[config.mk]
export PLATFORM = sky130hd
export DESIGN_NAME = bez_lerp_cell
export DESIGN_NICKNAME = d
export VERILOG_FILES = /design/src/rtl/assert_macros.svh /design/src/rtl/bez_pkg.sv /design/src/rtl/bez_lerp_cell.sv
export SDC_FILE = /design/constraint.sdc
export NUM_CORES = 1
export LEC_CHECK = 0
export ABC_AREA = 1
export BUFFER_PORTS_ARGS = -buffer_cell sky130_fd_sc_hd__buf_4
export CORE_UTILIZATION = 25
export CTS_CLUSTER_SIZE = 20
export DETAILED_ROUTE_END_ITERATION = 7
export SLEW_MARGIN = 20
export SYNTH_ARGS = -nofsm -noshare
export SYNTH_HDL_FRONTEND = slang
export SYNTH_SLANG_ARGS = --single-unit
[constraint.sdc]
create_clock -name clock -period 26.8 [get_ports clock]
set_clock_uncertainty 0.2 [all_clocks]
set_input_delay 4.02 -clock clock [delete_from_list [all_inputs] [get_ports clock]]
set_output_delay 4.02 -clock clock [all_outputs]
set_load 0.05 [all_outputs]
[src/rtl/assert_macros.svh]
// ----------------------------------------------------------------------------
// Assertion macros
// Clocked concurrent assertion helpers used by bez_drain
// ----------------------------------------------------------------------------
`ifndef ASSERT_MACROS_SVH
`define ASSERT_MACROS_SVH

`ifndef ASSERT_OFF

// property checked at every rising edge outside reset
`define ASSERT_CLK(label, clk, rst, prop) \
   label: assert property (@(posedge clk) disable iff (rst) (prop)) \
      else $error("assertion failed");

// property checked at every rising edge, reset included
`define ASSERT_ALWAYS(label, clk, prop) \
   label: assert property (@(posedge clk) (prop)) \
      else $error("assertion failed");

`else

`define ASSERT_CLK(label, clk, rst, prop)

`define ASSERT_ALWAYS(label, clk, prop)

`endif

`endif

[src/rtl/bez_pkg.sv]
// ----------------------------------------------------------------------------
// bez_pkg
// Widths, codes and word types of the cubic Bezier point and split block
// ----------------------------------------------------------------------------
`timescale 1ns / 1ps

package bez_pkg;

   // coordinate and parameter formats
   localparam int COORD_WIDTH = 24;
   localparam int T_FRAC_BITS = 16;
   localparam int T_WIDTH     = T_FRAC_BITS + 1;

   // configuration port
   localparam int NUM_REGS       = 8;
   localparam int REG_IDX_WIDTH  = $clog2(NUM_REGS);
   localparam int CSR_DATA_WIDTH = (COORD_WIDTH > 32) ? 64 : 32;
   localparam int REG_ADDR_LSB   = (CSR_DATA_WIDTH == 64) ? 3 : 2;
   localparam int CSR_ADDR_WIDTH = REG_ADDR_LSB + REG_IDX_WIDTH;

   // commands
   localparam logic CMD_EVAL  = 1'b0;
   localparam logic CMD_SPLIT = 1'b1;

   // positions in a split sequence
   localparam int IDX_WIDTH = 3;
   localparam logic [IDX_WIDTH-1:0] IDX_P0    = 3'd0;
   localparam logic [IDX_WIDTH-1:0] IDX_L1    = 3'd1;
   localparam logic [IDX_WIDTH-1:0] IDX_L2    = 3'd2;
   localparam logic [IDX_WIDTH-1:0] IDX_SPLIT = 3'd3;
   localparam logic [IDX_WIDTH-1:0] IDX_R1    = 3'd4;
   localparam logic [IDX_WIDTH-1:0] IDX_R2    = 3'd5;
   localparam logic [IDX_WIDTH-1:0] IDX_P3    = 3'd6;

   typedef logic signed [COORD_WIDTH-1:0] coord_type;
   typedef logic        [T_WIDTH-1:0]     t_type;

   typedef struct packed {
      coord_type x;
      coord_type y;
   } point_type;

   // input word
   typedef struct packed {
      logic  command;
      t_type t;
   } req_type;

   // result word
   typedef struct packed {
      coord_type             x;
      coord_type             y;
      logic [IDX_WIDTH-1:0]  index;
      logic                  last;
   } rsp_type;

   // computed points of one item handed to the output stage
   typedef struct packed {
      logic      command;
      point_type a;
      point_type c;
      point_type d;
      point_type e;
      point_type s;
   } item_type;

endpackage

[src/rtl/bez_lerp_cell.sv]
// ----------------------------------------------------------------------------
// bez_lerp_cell
// One registered interpolation cell: y = a + round((b - a) * t)
// ----------------------------------------------------------------------------
`timescale 1ns / 1ps

module bez_lerp_cell (
   input  logic               clock,
   input  logic               en,
   input  bez_pkg::coord_type a,
   input  bez_pkg::coord_type b,
   input  bez_pkg::t_type     t,
   output bez_pkg::coord_type y_ff
);
   import bez_pkg::*;

   localparam int PROD_WIDTH = COORD_WIDTH + 1 + T_WIDTH;
   localparam logic [PROD_WIDTH-1:0] HALF = PROD_WIDTH'(1) << (T_FRAC_BITS - 1);

   logic signed [COORD_WIDTH:0]   diff;
   logic                          neg;
   logic        [COORD_WIDTH:0]   mag;
   logic        [PROD_WIDTH-1:0]  prod;
   logic        [PROD_WIDTH-1:0]  rnd;
   logic        [COORD_WIDTH+1:0] q;
   logic signed [COORD_WIDTH+1:0] a_ext;
   logic signed [COORD_WIDTH+1:0] sum;
   coord_type                     y_in;

   // difference magnitude times t, rounded half away from zero
   always_comb begin
      diff  = (COORD_WIDTH+1)'(b) - (COORD_WIDTH+1)'(a);
      neg   = diff[COORD_WIDTH];
      mag   = neg ? (COORD_WIDTH+1)'(-diff) : (COORD_WIDTH+1)'(diff);
      prod  = PROD_WIDTH'(mag) * PROD_WIDTH'(t);
      rnd   = prod + HALF;
      q     = rnd[PROD_WIDTH-1 -: (COORD_WIDTH+2)];
      a_ext = (COORD_WIDTH+2)'(a);
      sum   = neg ? (a_ext - $signed(q)) : (a_ext + $signed(q));
      y_in  = sum[COORD_WIDTH-1:0];
   end

   // result register, moves with the pipeline
   always_ff @(posedge clock) begin
      if (en) begin
         y_ff <= y_in;
      end
   end

endmodule

==> metrics <==
Top reg by flops y_ff; DRC 8; Reg area 721 um2; crit path max fanout 38; Core ar. 73,100 um2; die area 75,000 um2; setup TNS 0 ps; vias in the first global route 16,100; Rel. slew slack 0.362; Area Overhead vs Synth 9.55%; Root Buffer clkbuf_16; vias per cell 4.46; postcts setup bufs 0; worst-margin pin slew 955 ps; Largest register FFs 24; Vias 16,000; post-synthesis cell count 2,576; first-pass GRT wire length 88,600 um; footprint of the multi-input gates 15,100 um2; Die Ht 274 um; Synth area leader fa_1; Max stage delay on crit path 510 ps; Die X 274 um; Synth cell types 48; CTS Buf Count 3; Syn Area/Cell 7.17 um2; RSZ-0062 raised after global routing false; status complete, but fails checks; most frequent cells in the layout 641 x inv_1, 590 x nand2_1, 345 x fa_1, 316 x nor2_1, 170 x ha_1; Req. time, crit path 26,620 ps; final hold vios 0; clock slew at the register clock pins of the worst setup and hold paths 70 ps; CTS sink cnt 24; number of DRC markers in iteration 0 1,071; post-CTS sizing 0; final setup fails 0; initial antenna violation count 3; worst hold path type in -> reg; Slew Viols, Final 0; GRT Overall Usage 0.150; Fillers 8,162; post-synthesis register bit count 24; H-Tree Depth 1; GRT overflow 0; DP Wirelength 47,300 um; synthesized area 18,500 um2; Regs by FF count y_ff (24); row cnt 99; f_max 0.0621 GHz; Crit-path slowest cell nand2_1; most common cell after layout, fill and taps aside inv_1; fraction of layout cells with a size suffix above 1 0.0595; fin crit share 0.601; Final ANT Viol Nets 0; Synth Net Count 3,158; WL/cell 15.3 um; TritonRoute pass-1 iters 7; CTS Hold Bufs 0; nets@finish 3,204; violated checks DRC; largest net degree at the start of global routing 39; max-cap check violation count 0; Routed WL 54,900 um; post-synth top area share 0.374; synth warn 0; Most common cell on crit path nand2_1; Ports 91; CTS tree done; Crit Path Category in -> reg; Starting Density 0.253; crit end category flop; dominant cells by area after synthesis fa_1 37%, inv_1 13%, nand2_1 12%; startpoint types primary input; Seq/Total Area, Yosys 0.0390; placer congestion estimate 0.922; clk buf depth 2; WP data arrival 15,920 ps; final worst path period need 16,100 ps; IO Port Bufs 90
==> final cells by class <==
cell class / count / area share
Antenna cell: 1 / 0.000124
Clock buffer: 3 / 0.00371
Clock inverter: 1 / 0.000185
Inverter: 661 / 0.123
Multi-Input combinational cell: 1838 / 0.744
Sequential cell: 24 / 0.0356
Tap cell: 959 / 0.0593
Timing Repair Buffer: 94 / 0.0349
==> through the flow <==
step / instance area (um2) / hold slack (ps) / util / std cells / setup WS [ps]
final: 20200 / 3940 / 0.277 / 3581 / 10700
after global routing: 20200 / 3950 / 0.277 / 3580 / 9730
after CTS: 20200 / 3940 / 0.277 / 3580 / 10820
after detailed placement: 20200 / 4220 / 0.276 / 3576 / 10620
after global placement: 20200 / 4220 / 0.276 / 3576 / 10640
after floorplan: 18500 / 3930 / - / 2576 / 13250
==> routing by layer <==
layer / vias to the layer above / share of wire / global-route usage
met1: 7761 / 0.45 / 0.210
met4: 4 / 0.023 / 0.0301
met3: 70 / 0.062 / 0.0188
met2: 428 / 0.46 / 0.247
met5: - / 0.00042 / 0
li1: 7698 / - / -
==> synthesized netlist by cell type (all sizes together) <==
cell,instances
a211oi,1
a21o,10
a21oi,85
a221oi,2
a31o,1
a31oi,9
and2,3
and3,1
buf,11
clkbuf,42
clkinv,13
edfxtp,24
fa,345
ha,170
inv,648
nand2,608
nand3,84
nand3b,10
nand4,20
nor2,327
nor3,19
nor4,2
o211ai,1
o21a,3
o21ai,48
o21bai,6
o221ai,2
o31ai,3
or2,9
or3,1
xnor2,18
xor2,50
==> kinds of logic (layout without fill, tap and decap cells) <==
kind of cell,after synthesis,after routing,share of synthesized area
simple gates,1084,1084,0.242
buf+inv,714,759,0.146
fa+ha+maj,515,515,0.489
compound gates,171,171,0.0522
xor+xnor,68,68,0.0322
flops,24,24,0.0390
other cells,0,1,0
==> worst paths after layout <==
check | from | endpoint | slack (ps) | cells past startpoint
worst min-delay path | a[1] | y_ff[1] | 3940 | 2
worst max-delay path | a[0] | y_ff[21] | 10700 | 57
==> worst max-delay path: cells and delay by family <==
family	cells	cell delay [ps]
adder cells (fa/ha/maj)	11	4440
buffers and inverters	11	1840
AND/OR/NAND/NOR	23	3090
XOR/XNOR	3	670
AO/OA/AOI/OAI	9	1780
Power is not shown: default switching activity piles up to over one toggle a cycle in this logic, so the estimate is an artifact.
