### src/rtl/assert_macros.svh
// ----------------------------------------------------------------------------
// Assertion macros
// Clocked concurrent assertion helpers used by bez_drain
// ----------------------------------------------------------------------------
`ifndef ASSERT_MACROS_SVH
`define ASSERT_MACROS_SVH

`ifndef ASSERT_OFF

// property checked at every rising edge outside reset
`define ASSERT_CLK(label, clk, rst, prop) \
   label: assert property (@(posedge clk) disable iff (rst) (prop)) \
      else $error("assertion failed");

// property checked at every rising edge, reset included
`define ASSERT_ALWAYS(label, clk, prop) \
   label: assert property (@(posedge clk) (prop)) \
      else $error("assertion failed");

`else

`define ASSERT_CLK(label, clk, rst, prop)

`define ASSERT_ALWAYS(label, clk, prop)

`endif

`endif

### src/rtl/bez_pkg.sv
// ----------------------------------------------------------------------------
// bez_pkg
// Widths, codes and word types of the cubic Bezier point and split block
// ----------------------------------------------------------------------------
`timescale 1ns / 1ps

package bez_pkg;

   // coordinate and parameter formats
   localparam int COORD_WIDTH = 24;
   localparam int T_FRAC_BITS = 16;
   localparam int T_WIDTH     = T_FRAC_BITS + 1;

   // configuration port
   localparam int NUM_REGS       = 8;
   localparam int REG_IDX_WIDTH  = $clog2(NUM_REGS);
   localparam int CSR_DATA_WIDTH = (COORD_WIDTH > 32) ? 64 : 32;
   localparam int REG_ADDR_LSB   = (CSR_DATA_WIDTH == 64) ? 3 : 2;
   localparam int CSR_ADDR_WIDTH = REG_ADDR_LSB + REG_IDX_WIDTH;

   // commands
   localparam logic CMD_EVAL  = 1'b0;
   localparam logic CMD_SPLIT = 1'b1;

   // positions in a split sequence
   localparam int IDX_WIDTH = 3;
   localparam logic [IDX_WIDTH-1:0] IDX_P0    = 3'd0;
   localparam logic [IDX_WIDTH-1:0] IDX_L1    = 3'd1;
   localparam logic [IDX_WIDTH-1:0] IDX_L2    = 3'd2;
   localparam logic [IDX_WIDTH-1:0] IDX_SPLIT = 3'd3;
   localparam logic [IDX_WIDTH-1:0] IDX_R1    = 3'd4;
   localparam logic [IDX_WIDTH-1:0] IDX_R2    = 3'd5;
   localparam logic [IDX_WIDTH-1:0] IDX_P3    = 3'd6;

   typedef logic signed [COORD_WIDTH-1:0] coord_type;
   typedef logic        [T_WIDTH-1:0]     t_type;

   typedef struct packed {
      coord_type x;
      coord_type y;
   } point_type;

   // input word
   typedef struct packed {
      logic  command;
      t_type t;
   } req_type;

   // result word
   typedef struct packed {
      coord_type             x;
      coord_type             y;
      logic [IDX_WIDTH-1:0]  index;
      logic                  last;
   } rsp_type;

   // computed points of one item handed to the output stage
   typedef struct packed {
      logic      command;
      point_type a;
      point_type c;
      point_type d;
      point_type e;
      point_type s;
   } item_type;

endpackage

### src/rtl/bez_drain.sv
// ----------------------------------------------------------------------------
// bez_drain
// Output stage: holds one item and sends one or seven result words
// ----------------------------------------------------------------------------
`timescale 1ns / 1ps
`include "assert_macros.svh"

module bez_drain (
   input  logic                clock,
   input  logic                reset,
   input  logic                load_valid,
   input  bez_pkg::item_type   load_item,
   input  bez_pkg::point_type  p0,
   input  bez_pkg::point_type  p3,
   output logic                load_ok,
   output logic                rsp_valid,
   input  logic                rsp_stall,
   output bez_pkg::rsp_type    rsp_data
);
   import bez_pkg::*;

   logic                 valid_ff, valid_in;
   logic [IDX_WIDTH-1:0] idx_ff, idx_in;
   item_type             item_ff;
   logic                 take;
   logic                 last;
   logic                 load;
   logic                 is_eval;
   point_type            pt;

   // handshake and end of item
   assign is_eval = (item_ff.command == CMD_EVAL);
   assign take    = valid_ff && !rsp_stall;
   assign last    = is_eval || (idx_ff == IDX_P3);
   assign load_ok = !valid_ff || (take && last);
   assign load    = load_ok && load_valid;

   always_comb begin
      valid_in = load_ok ? load_valid : valid_ff;
      if (load_ok) begin
         idx_in = IDX_P0;
      end else if (take) begin
         idx_in = idx_ff + IDX_WIDTH'(1);
      end else begin
         idx_in = idx_ff;
      end
   end

   always_ff @(posedge clock) begin
      if (reset) begin
         valid_ff <= 1'b0;
         idx_ff   <= IDX_P0;
      end else begin
         valid_ff <= valid_in;
         idx_ff   <= idx_in;
      end
   end

   // item payload
   always_ff @(posedge clock) begin
      if (load) begin
         item_ff <= load_item;
      end
   end

   // select the point for the current position
   always_comb begin
      if (item_ff.command == CMD_EVAL) begin
         pt = item_ff.s;
      end else begin
         case (idx_ff)
            IDX_P0:    pt = p0;
            IDX_L1:    pt = item_ff.a;
            IDX_L2:    pt = item_ff.d;
            IDX_SPLIT: pt = item_ff.s;
            IDX_R1:    pt = item_ff.e;
            IDX_R2:    pt = item_ff.c;
            default:   pt = p3;
         endcase
      end
   end

   assign rsp_valid      = valid_ff;
   assign rsp_data.x     = pt.x;
   assign rsp_data.y     = pt.y;
   assign rsp_data.index = (item_ff.command == CMD_EVAL) ? IDX_P0 : idx_ff;
   assign rsp_data.last  = last;

   // checks
   `ASSERT_CLK(a_idx_range, clock, reset, valid_ff |-> (idx_ff <= IDX_P3))
   `ASSERT_CLK(a_split_continues, clock, reset, (take && !last) |=> valid_ff)
   `ASSERT_CLK(a_eval_single, clock, reset, (valid_ff && is_eval) |-> (idx_ff == IDX_P0))
   `ASSERT_CLK(a_stall_holds_idx, clock, reset, (valid_ff && rsp_stall) |=> $stable(idx_ff))

endmodule

### config.mk
export PLATFORM = sky130hd
export DESIGN_NAME = bez_drain
export DESIGN_NICKNAME = d
export VERILOG_FILES = /design/src/rtl/bez_pkg.sv /design/src/rtl/bez_drain.sv
export VERILOG_INCLUDE_DIRS = /design/src /design/src/rtl
export SDC_FILE = /design/constraint.sdc
export NUM_CORES = 1
export LEC_CHECK = 0
export ABC_AREA = 1
export BUFFER_PORTS_ARGS = -buffer_cell sky130_fd_sc_hd__buf_2
export CORE_AREA = 4 4 151 153
export DETAILED_ROUTE_END_ITERATION = 7
export DIE_AREA = 0 0 155 157
export GPL_TIMING_DRIVEN = 1
export PLACE_DENSITY = 0.88
export SYNTH_ARGS = -nofsm -noshare
export SYNTH_HDL_FRONTEND = slang
export SYNTH_SLANG_ARGS = --single-unit
### constraint.sdc
create_clock -name clock -period 22.2 [get_ports clock]
set_input_delay 1.11 -clock clock [delete_from_list [all_inputs] [get_ports clock]]
set_output_delay 1.11 -clock clock [all_outputs]
set_load 0.1 [all_outputs]
==> results.sh <==
export IMPL_max_stage_delay_ns=1.12
export IMPL_cp_arrival_ns=5.43
export IMPL_cp_slowest_cell="ha_2"
export IMPL_worstPathCellList="inv_4 > buf_4 > ha_2 > inv_1 > nand3_2 > buf_4 > nor2_1 > nor2_1 > nand2_1 > nand2_1 > buf_2"
export IMPL_gp_congestion=0.9702
export IMPL_yosysMostFrequentCell="nand2_1"
export IMPL_pre_cts_ws_ns=16.34
export IMPL_cp_max_fo=76
export IMPL_grt_use_total=0.2673
export IMPL_rsz0062_at_grt="no"
export IMPL_setup_ws_ns=15.66
export IMPL_post_dp_hpwl_mm=22.88
export IMPL_ant_nets=0
export IMPL_synth_cell_types=22
export IMPL_endpoint="rsp_data[19]"
export IMPL_cts_buffer_depth=3
export IMPL_layout_drive_gt1_share=0.2919
export IMPL_min_path_type="reg2reg"
export IMPL_synth_mux_area_frac=0
export IMPL_powerDensity_nw_per_um2=79.26
export IMPL_grt_first_pass_wirelength_mm=51.28
export IMPL_synthArstFlopShare=0
export IMPL_drt_vias_per_instance=5.508
export IMPL_synth_xor_area_frac=0.0007680
export IMPL_ys_ff_latch=245
export IMPL_synth_area_um2=11400
export IMPL_vias=10170
export IMPL_ff2ff_setup_slack_ns=17.70
export IMPL_yosysTopAreaCell="edfxtp_1"
export IMPL_r2r_cells=6
export IMPL_cts_setup_buffers=0
export IMPL_synth_nets=1533
export IMPL_yosys_area_share_simple=0.3032
export IMPL_die_width_um=155
export IMPL_cp_depth=11
export IMPL_synth_edf_count=241
export IMPL_crit_type="reg2out"
export IMPL_r2r_start="idx_ff[2]"
export IMPL_synth_top_family_by_area="simple AND/OR/NAND/NOR gates"
export IMPL_grt_pass1_vias=9940
export IMPL_cap_violations=0
export IMPL_clk_latency_ns=0.52
export IMPL_post_route_period_util=0.2947
export IMPL_cp_buffers_inverters=5
export IMPL_rr_endpoint="item_ff[221]"
export IMPL_synth_area_top_cells="edfxtp_1 63%, nand2_1 13%, nand3_1 11%"
export IMPL_initialDrtViolationCount=1006
export IMPL_fmax_mhz=152.8
export IMPL_end_kind="output pin"
export IMPL_yosysSeqAreaShare=0.6416
export IMPL_core_area_um2=21550
export IMPL_ir_worst_vdd_mv=0.06896
export IMPL_final_area_um2=14250
export IMPL_critPathLaunch="idx_ff[2]"
export IMPL_setup_viol=0
export IMPL_htreeDepth=1
export IMPL_relSlewSlack=0.2083
export IMPL_cts_sinks=245
export IMPL_synthCells=1187
export IMPL_synth_fa_ha_area_frac=0.005485
export IMPL_hp_start="rsp_valid"
export IMPL_period_needed_ns=6.543
export IMPL_nets=1887
export IMPL_worstPathRequired_ns=21.09
export IMPL_dr_pass1_iters=5
export IMPL_worst_slew_pin_slew_ns=1.188
export IMPL_crit_path_start_kind="flip-flop"
export IMPL_synth_top_cells_by_count="395 x nand2_1, 241 x edfxtp_1, 241 x nand3_1"
export IMPL_routedWlPerCell_um=18.81
export IMPL_cts_resized=0
export IMPL_grt_max_degree=97
export IMPL_antenna_found_initial=6
export IMPL_drc=0
export IMPL_status="complete, no violations"
export IMPL_grt_overflow=0
export IMPL_die_h_um=157
export IMPL_io_pin_count=395
export IMPL_syn_avg_cell_area_um2=9.608
export IMPL_synth_top_cell_area_share=0.6346
export IMPL_synth_warnings=0
export IMPL_fin_util=0.6612
export IMPL_postCtsHoldBufs=0
export IMPL_synthFlopType="edfxtp_1"
export IMPL_hold_viol=0
export IMPL_critPathTopFamily="buffers and inverters"
export IMPL_rows=54
export IMPL_syn2layout_area_growth_pct=24.96
export IMPL_drt_total_wl_mm=34.74
export IMPL_initial_core_util=0.5291
export IMPL_clk_pin_slew_ns=0.06
export IMPL_skew_ns=0.007185
export IMPL_slew_viol_final=0
export IMPL_die_area_um2=24340
export IMPL_cts_root_buf="clkbuf_16"
export IMPL_hold_slack_ns=0.5634
export IMPL_numCtsBuffers=27
export IMPL_p_leak_nw=6.605
export IMPL_cts_tree="done"
export IMPL_synth_compound_area_share=0.002084
export IMPL_p_total_mw=1.130
export IMPL_finalSetupTns_ns=0
export IMPL_port_buffers=394
export IMPL_instances_no_fill=1847
export IMPL_post_place_cells=1792
export IMPL_dpl_instance_area_um2=13390
==> logic make-up (layout without fill, tap and decap cells) <==
| logic type | after synthesis | count (layout) |
|---|---|---|
| AO/OA/AOI/OAI | 4 | 4 |
| AND/OR/NAND/NOR | 836 | 836 |
| XOR/XNOR | 1 | 1 |
| adder cells (fa/ha/maj) | 5 | 5 |
| buffers and inverters | 96 | 468 |
| flip-flops | 245 | 245 |
| other | 0 | 8 |
==> placed cells by master (no fill, tap or decap) <==
master and count:
a21oi_1 2, buf_2 394, buf_4 11, bufinv_16 3
clkbuf_1 5, clkbuf_16 27, clkinv_1 6, clkinv_2 4
clkinvlp_4 2, dfxtp_1 3, dfxtp_4 1, diode_2 8
edfxtp_1 241, ha_1 1, ha_2 2, ha_4 2
inv_1 13, inv_2 1, inv_4 1, inv_6 1
nand2_1 395, nand2_2 1, nand3_1 241, nand3_2 1
nor2_1 195, nor2_4 3, o21ai_0 1, o21ai_2 1
xor2_1 1
==> worst reg2reg max path, delay by kind of cell, from the launching register on <==
kind	cells	cell delay [ns]
simple gates	1	0.60
compound gates	2	0.49
buf+inv	3	2.21
flops	1	0.75
==> routing by layer <==
layer  share of wire  GRT usage  vias to the layer above  routed length [um]
met5               0          0                        -                   0
met4           0.048     0.1266                        0                1662
met3            0.10    0.05499                      117                3604
met2            0.51     0.4750                      692               17580
met1            0.34     0.3112                     4663               11890
li1                -          -                     4701                   -
==> registers in the layout, summed over array words and instances, names as in the netlist <==
register,flops
item_ff,241
rsp_valid,1
idx_ff,3
==> where the power goes <==
group / leakage [nW] / total [mW] / internal [mW] / switching, mW
registers: 2.35 / 0.552 / 0.542 / 0.00935
clock network: 0.407 / 0.431 / 0.257 / 0.174
logic: 3.85 / 0.147 / 0.0381 / 0.109
==> area by class of cell <==
type                            count  area (um2)
Antenna cell                        8       20.02
Fill cell                        1619        7302
Tap cell                          280       350.3
Multi-Input combinational cell    846        3596
Sequential cell                   245        7321
Clock buffer                       32       694.4
Inverter                           16       63.81
Clock inverter                     15       151.4
Timing Repair Buffer              405        2054
==> worst min-delay path by stage <==
stage	endpoint	slack (ns)	cells past startpoint
3_5_place_dp	rsp_valid	0.55	2
3_3_place_gp	rsp_valid	0.55	2
6_report	rsp_valid	0.56	2
2_1_floorplan	idx_ff[1]	0.54	4
5_1_grt	rsp_valid	0.61	2
4_1_cts	rsp_valid	0.56	2
Power figures use the tool's default switching activity.
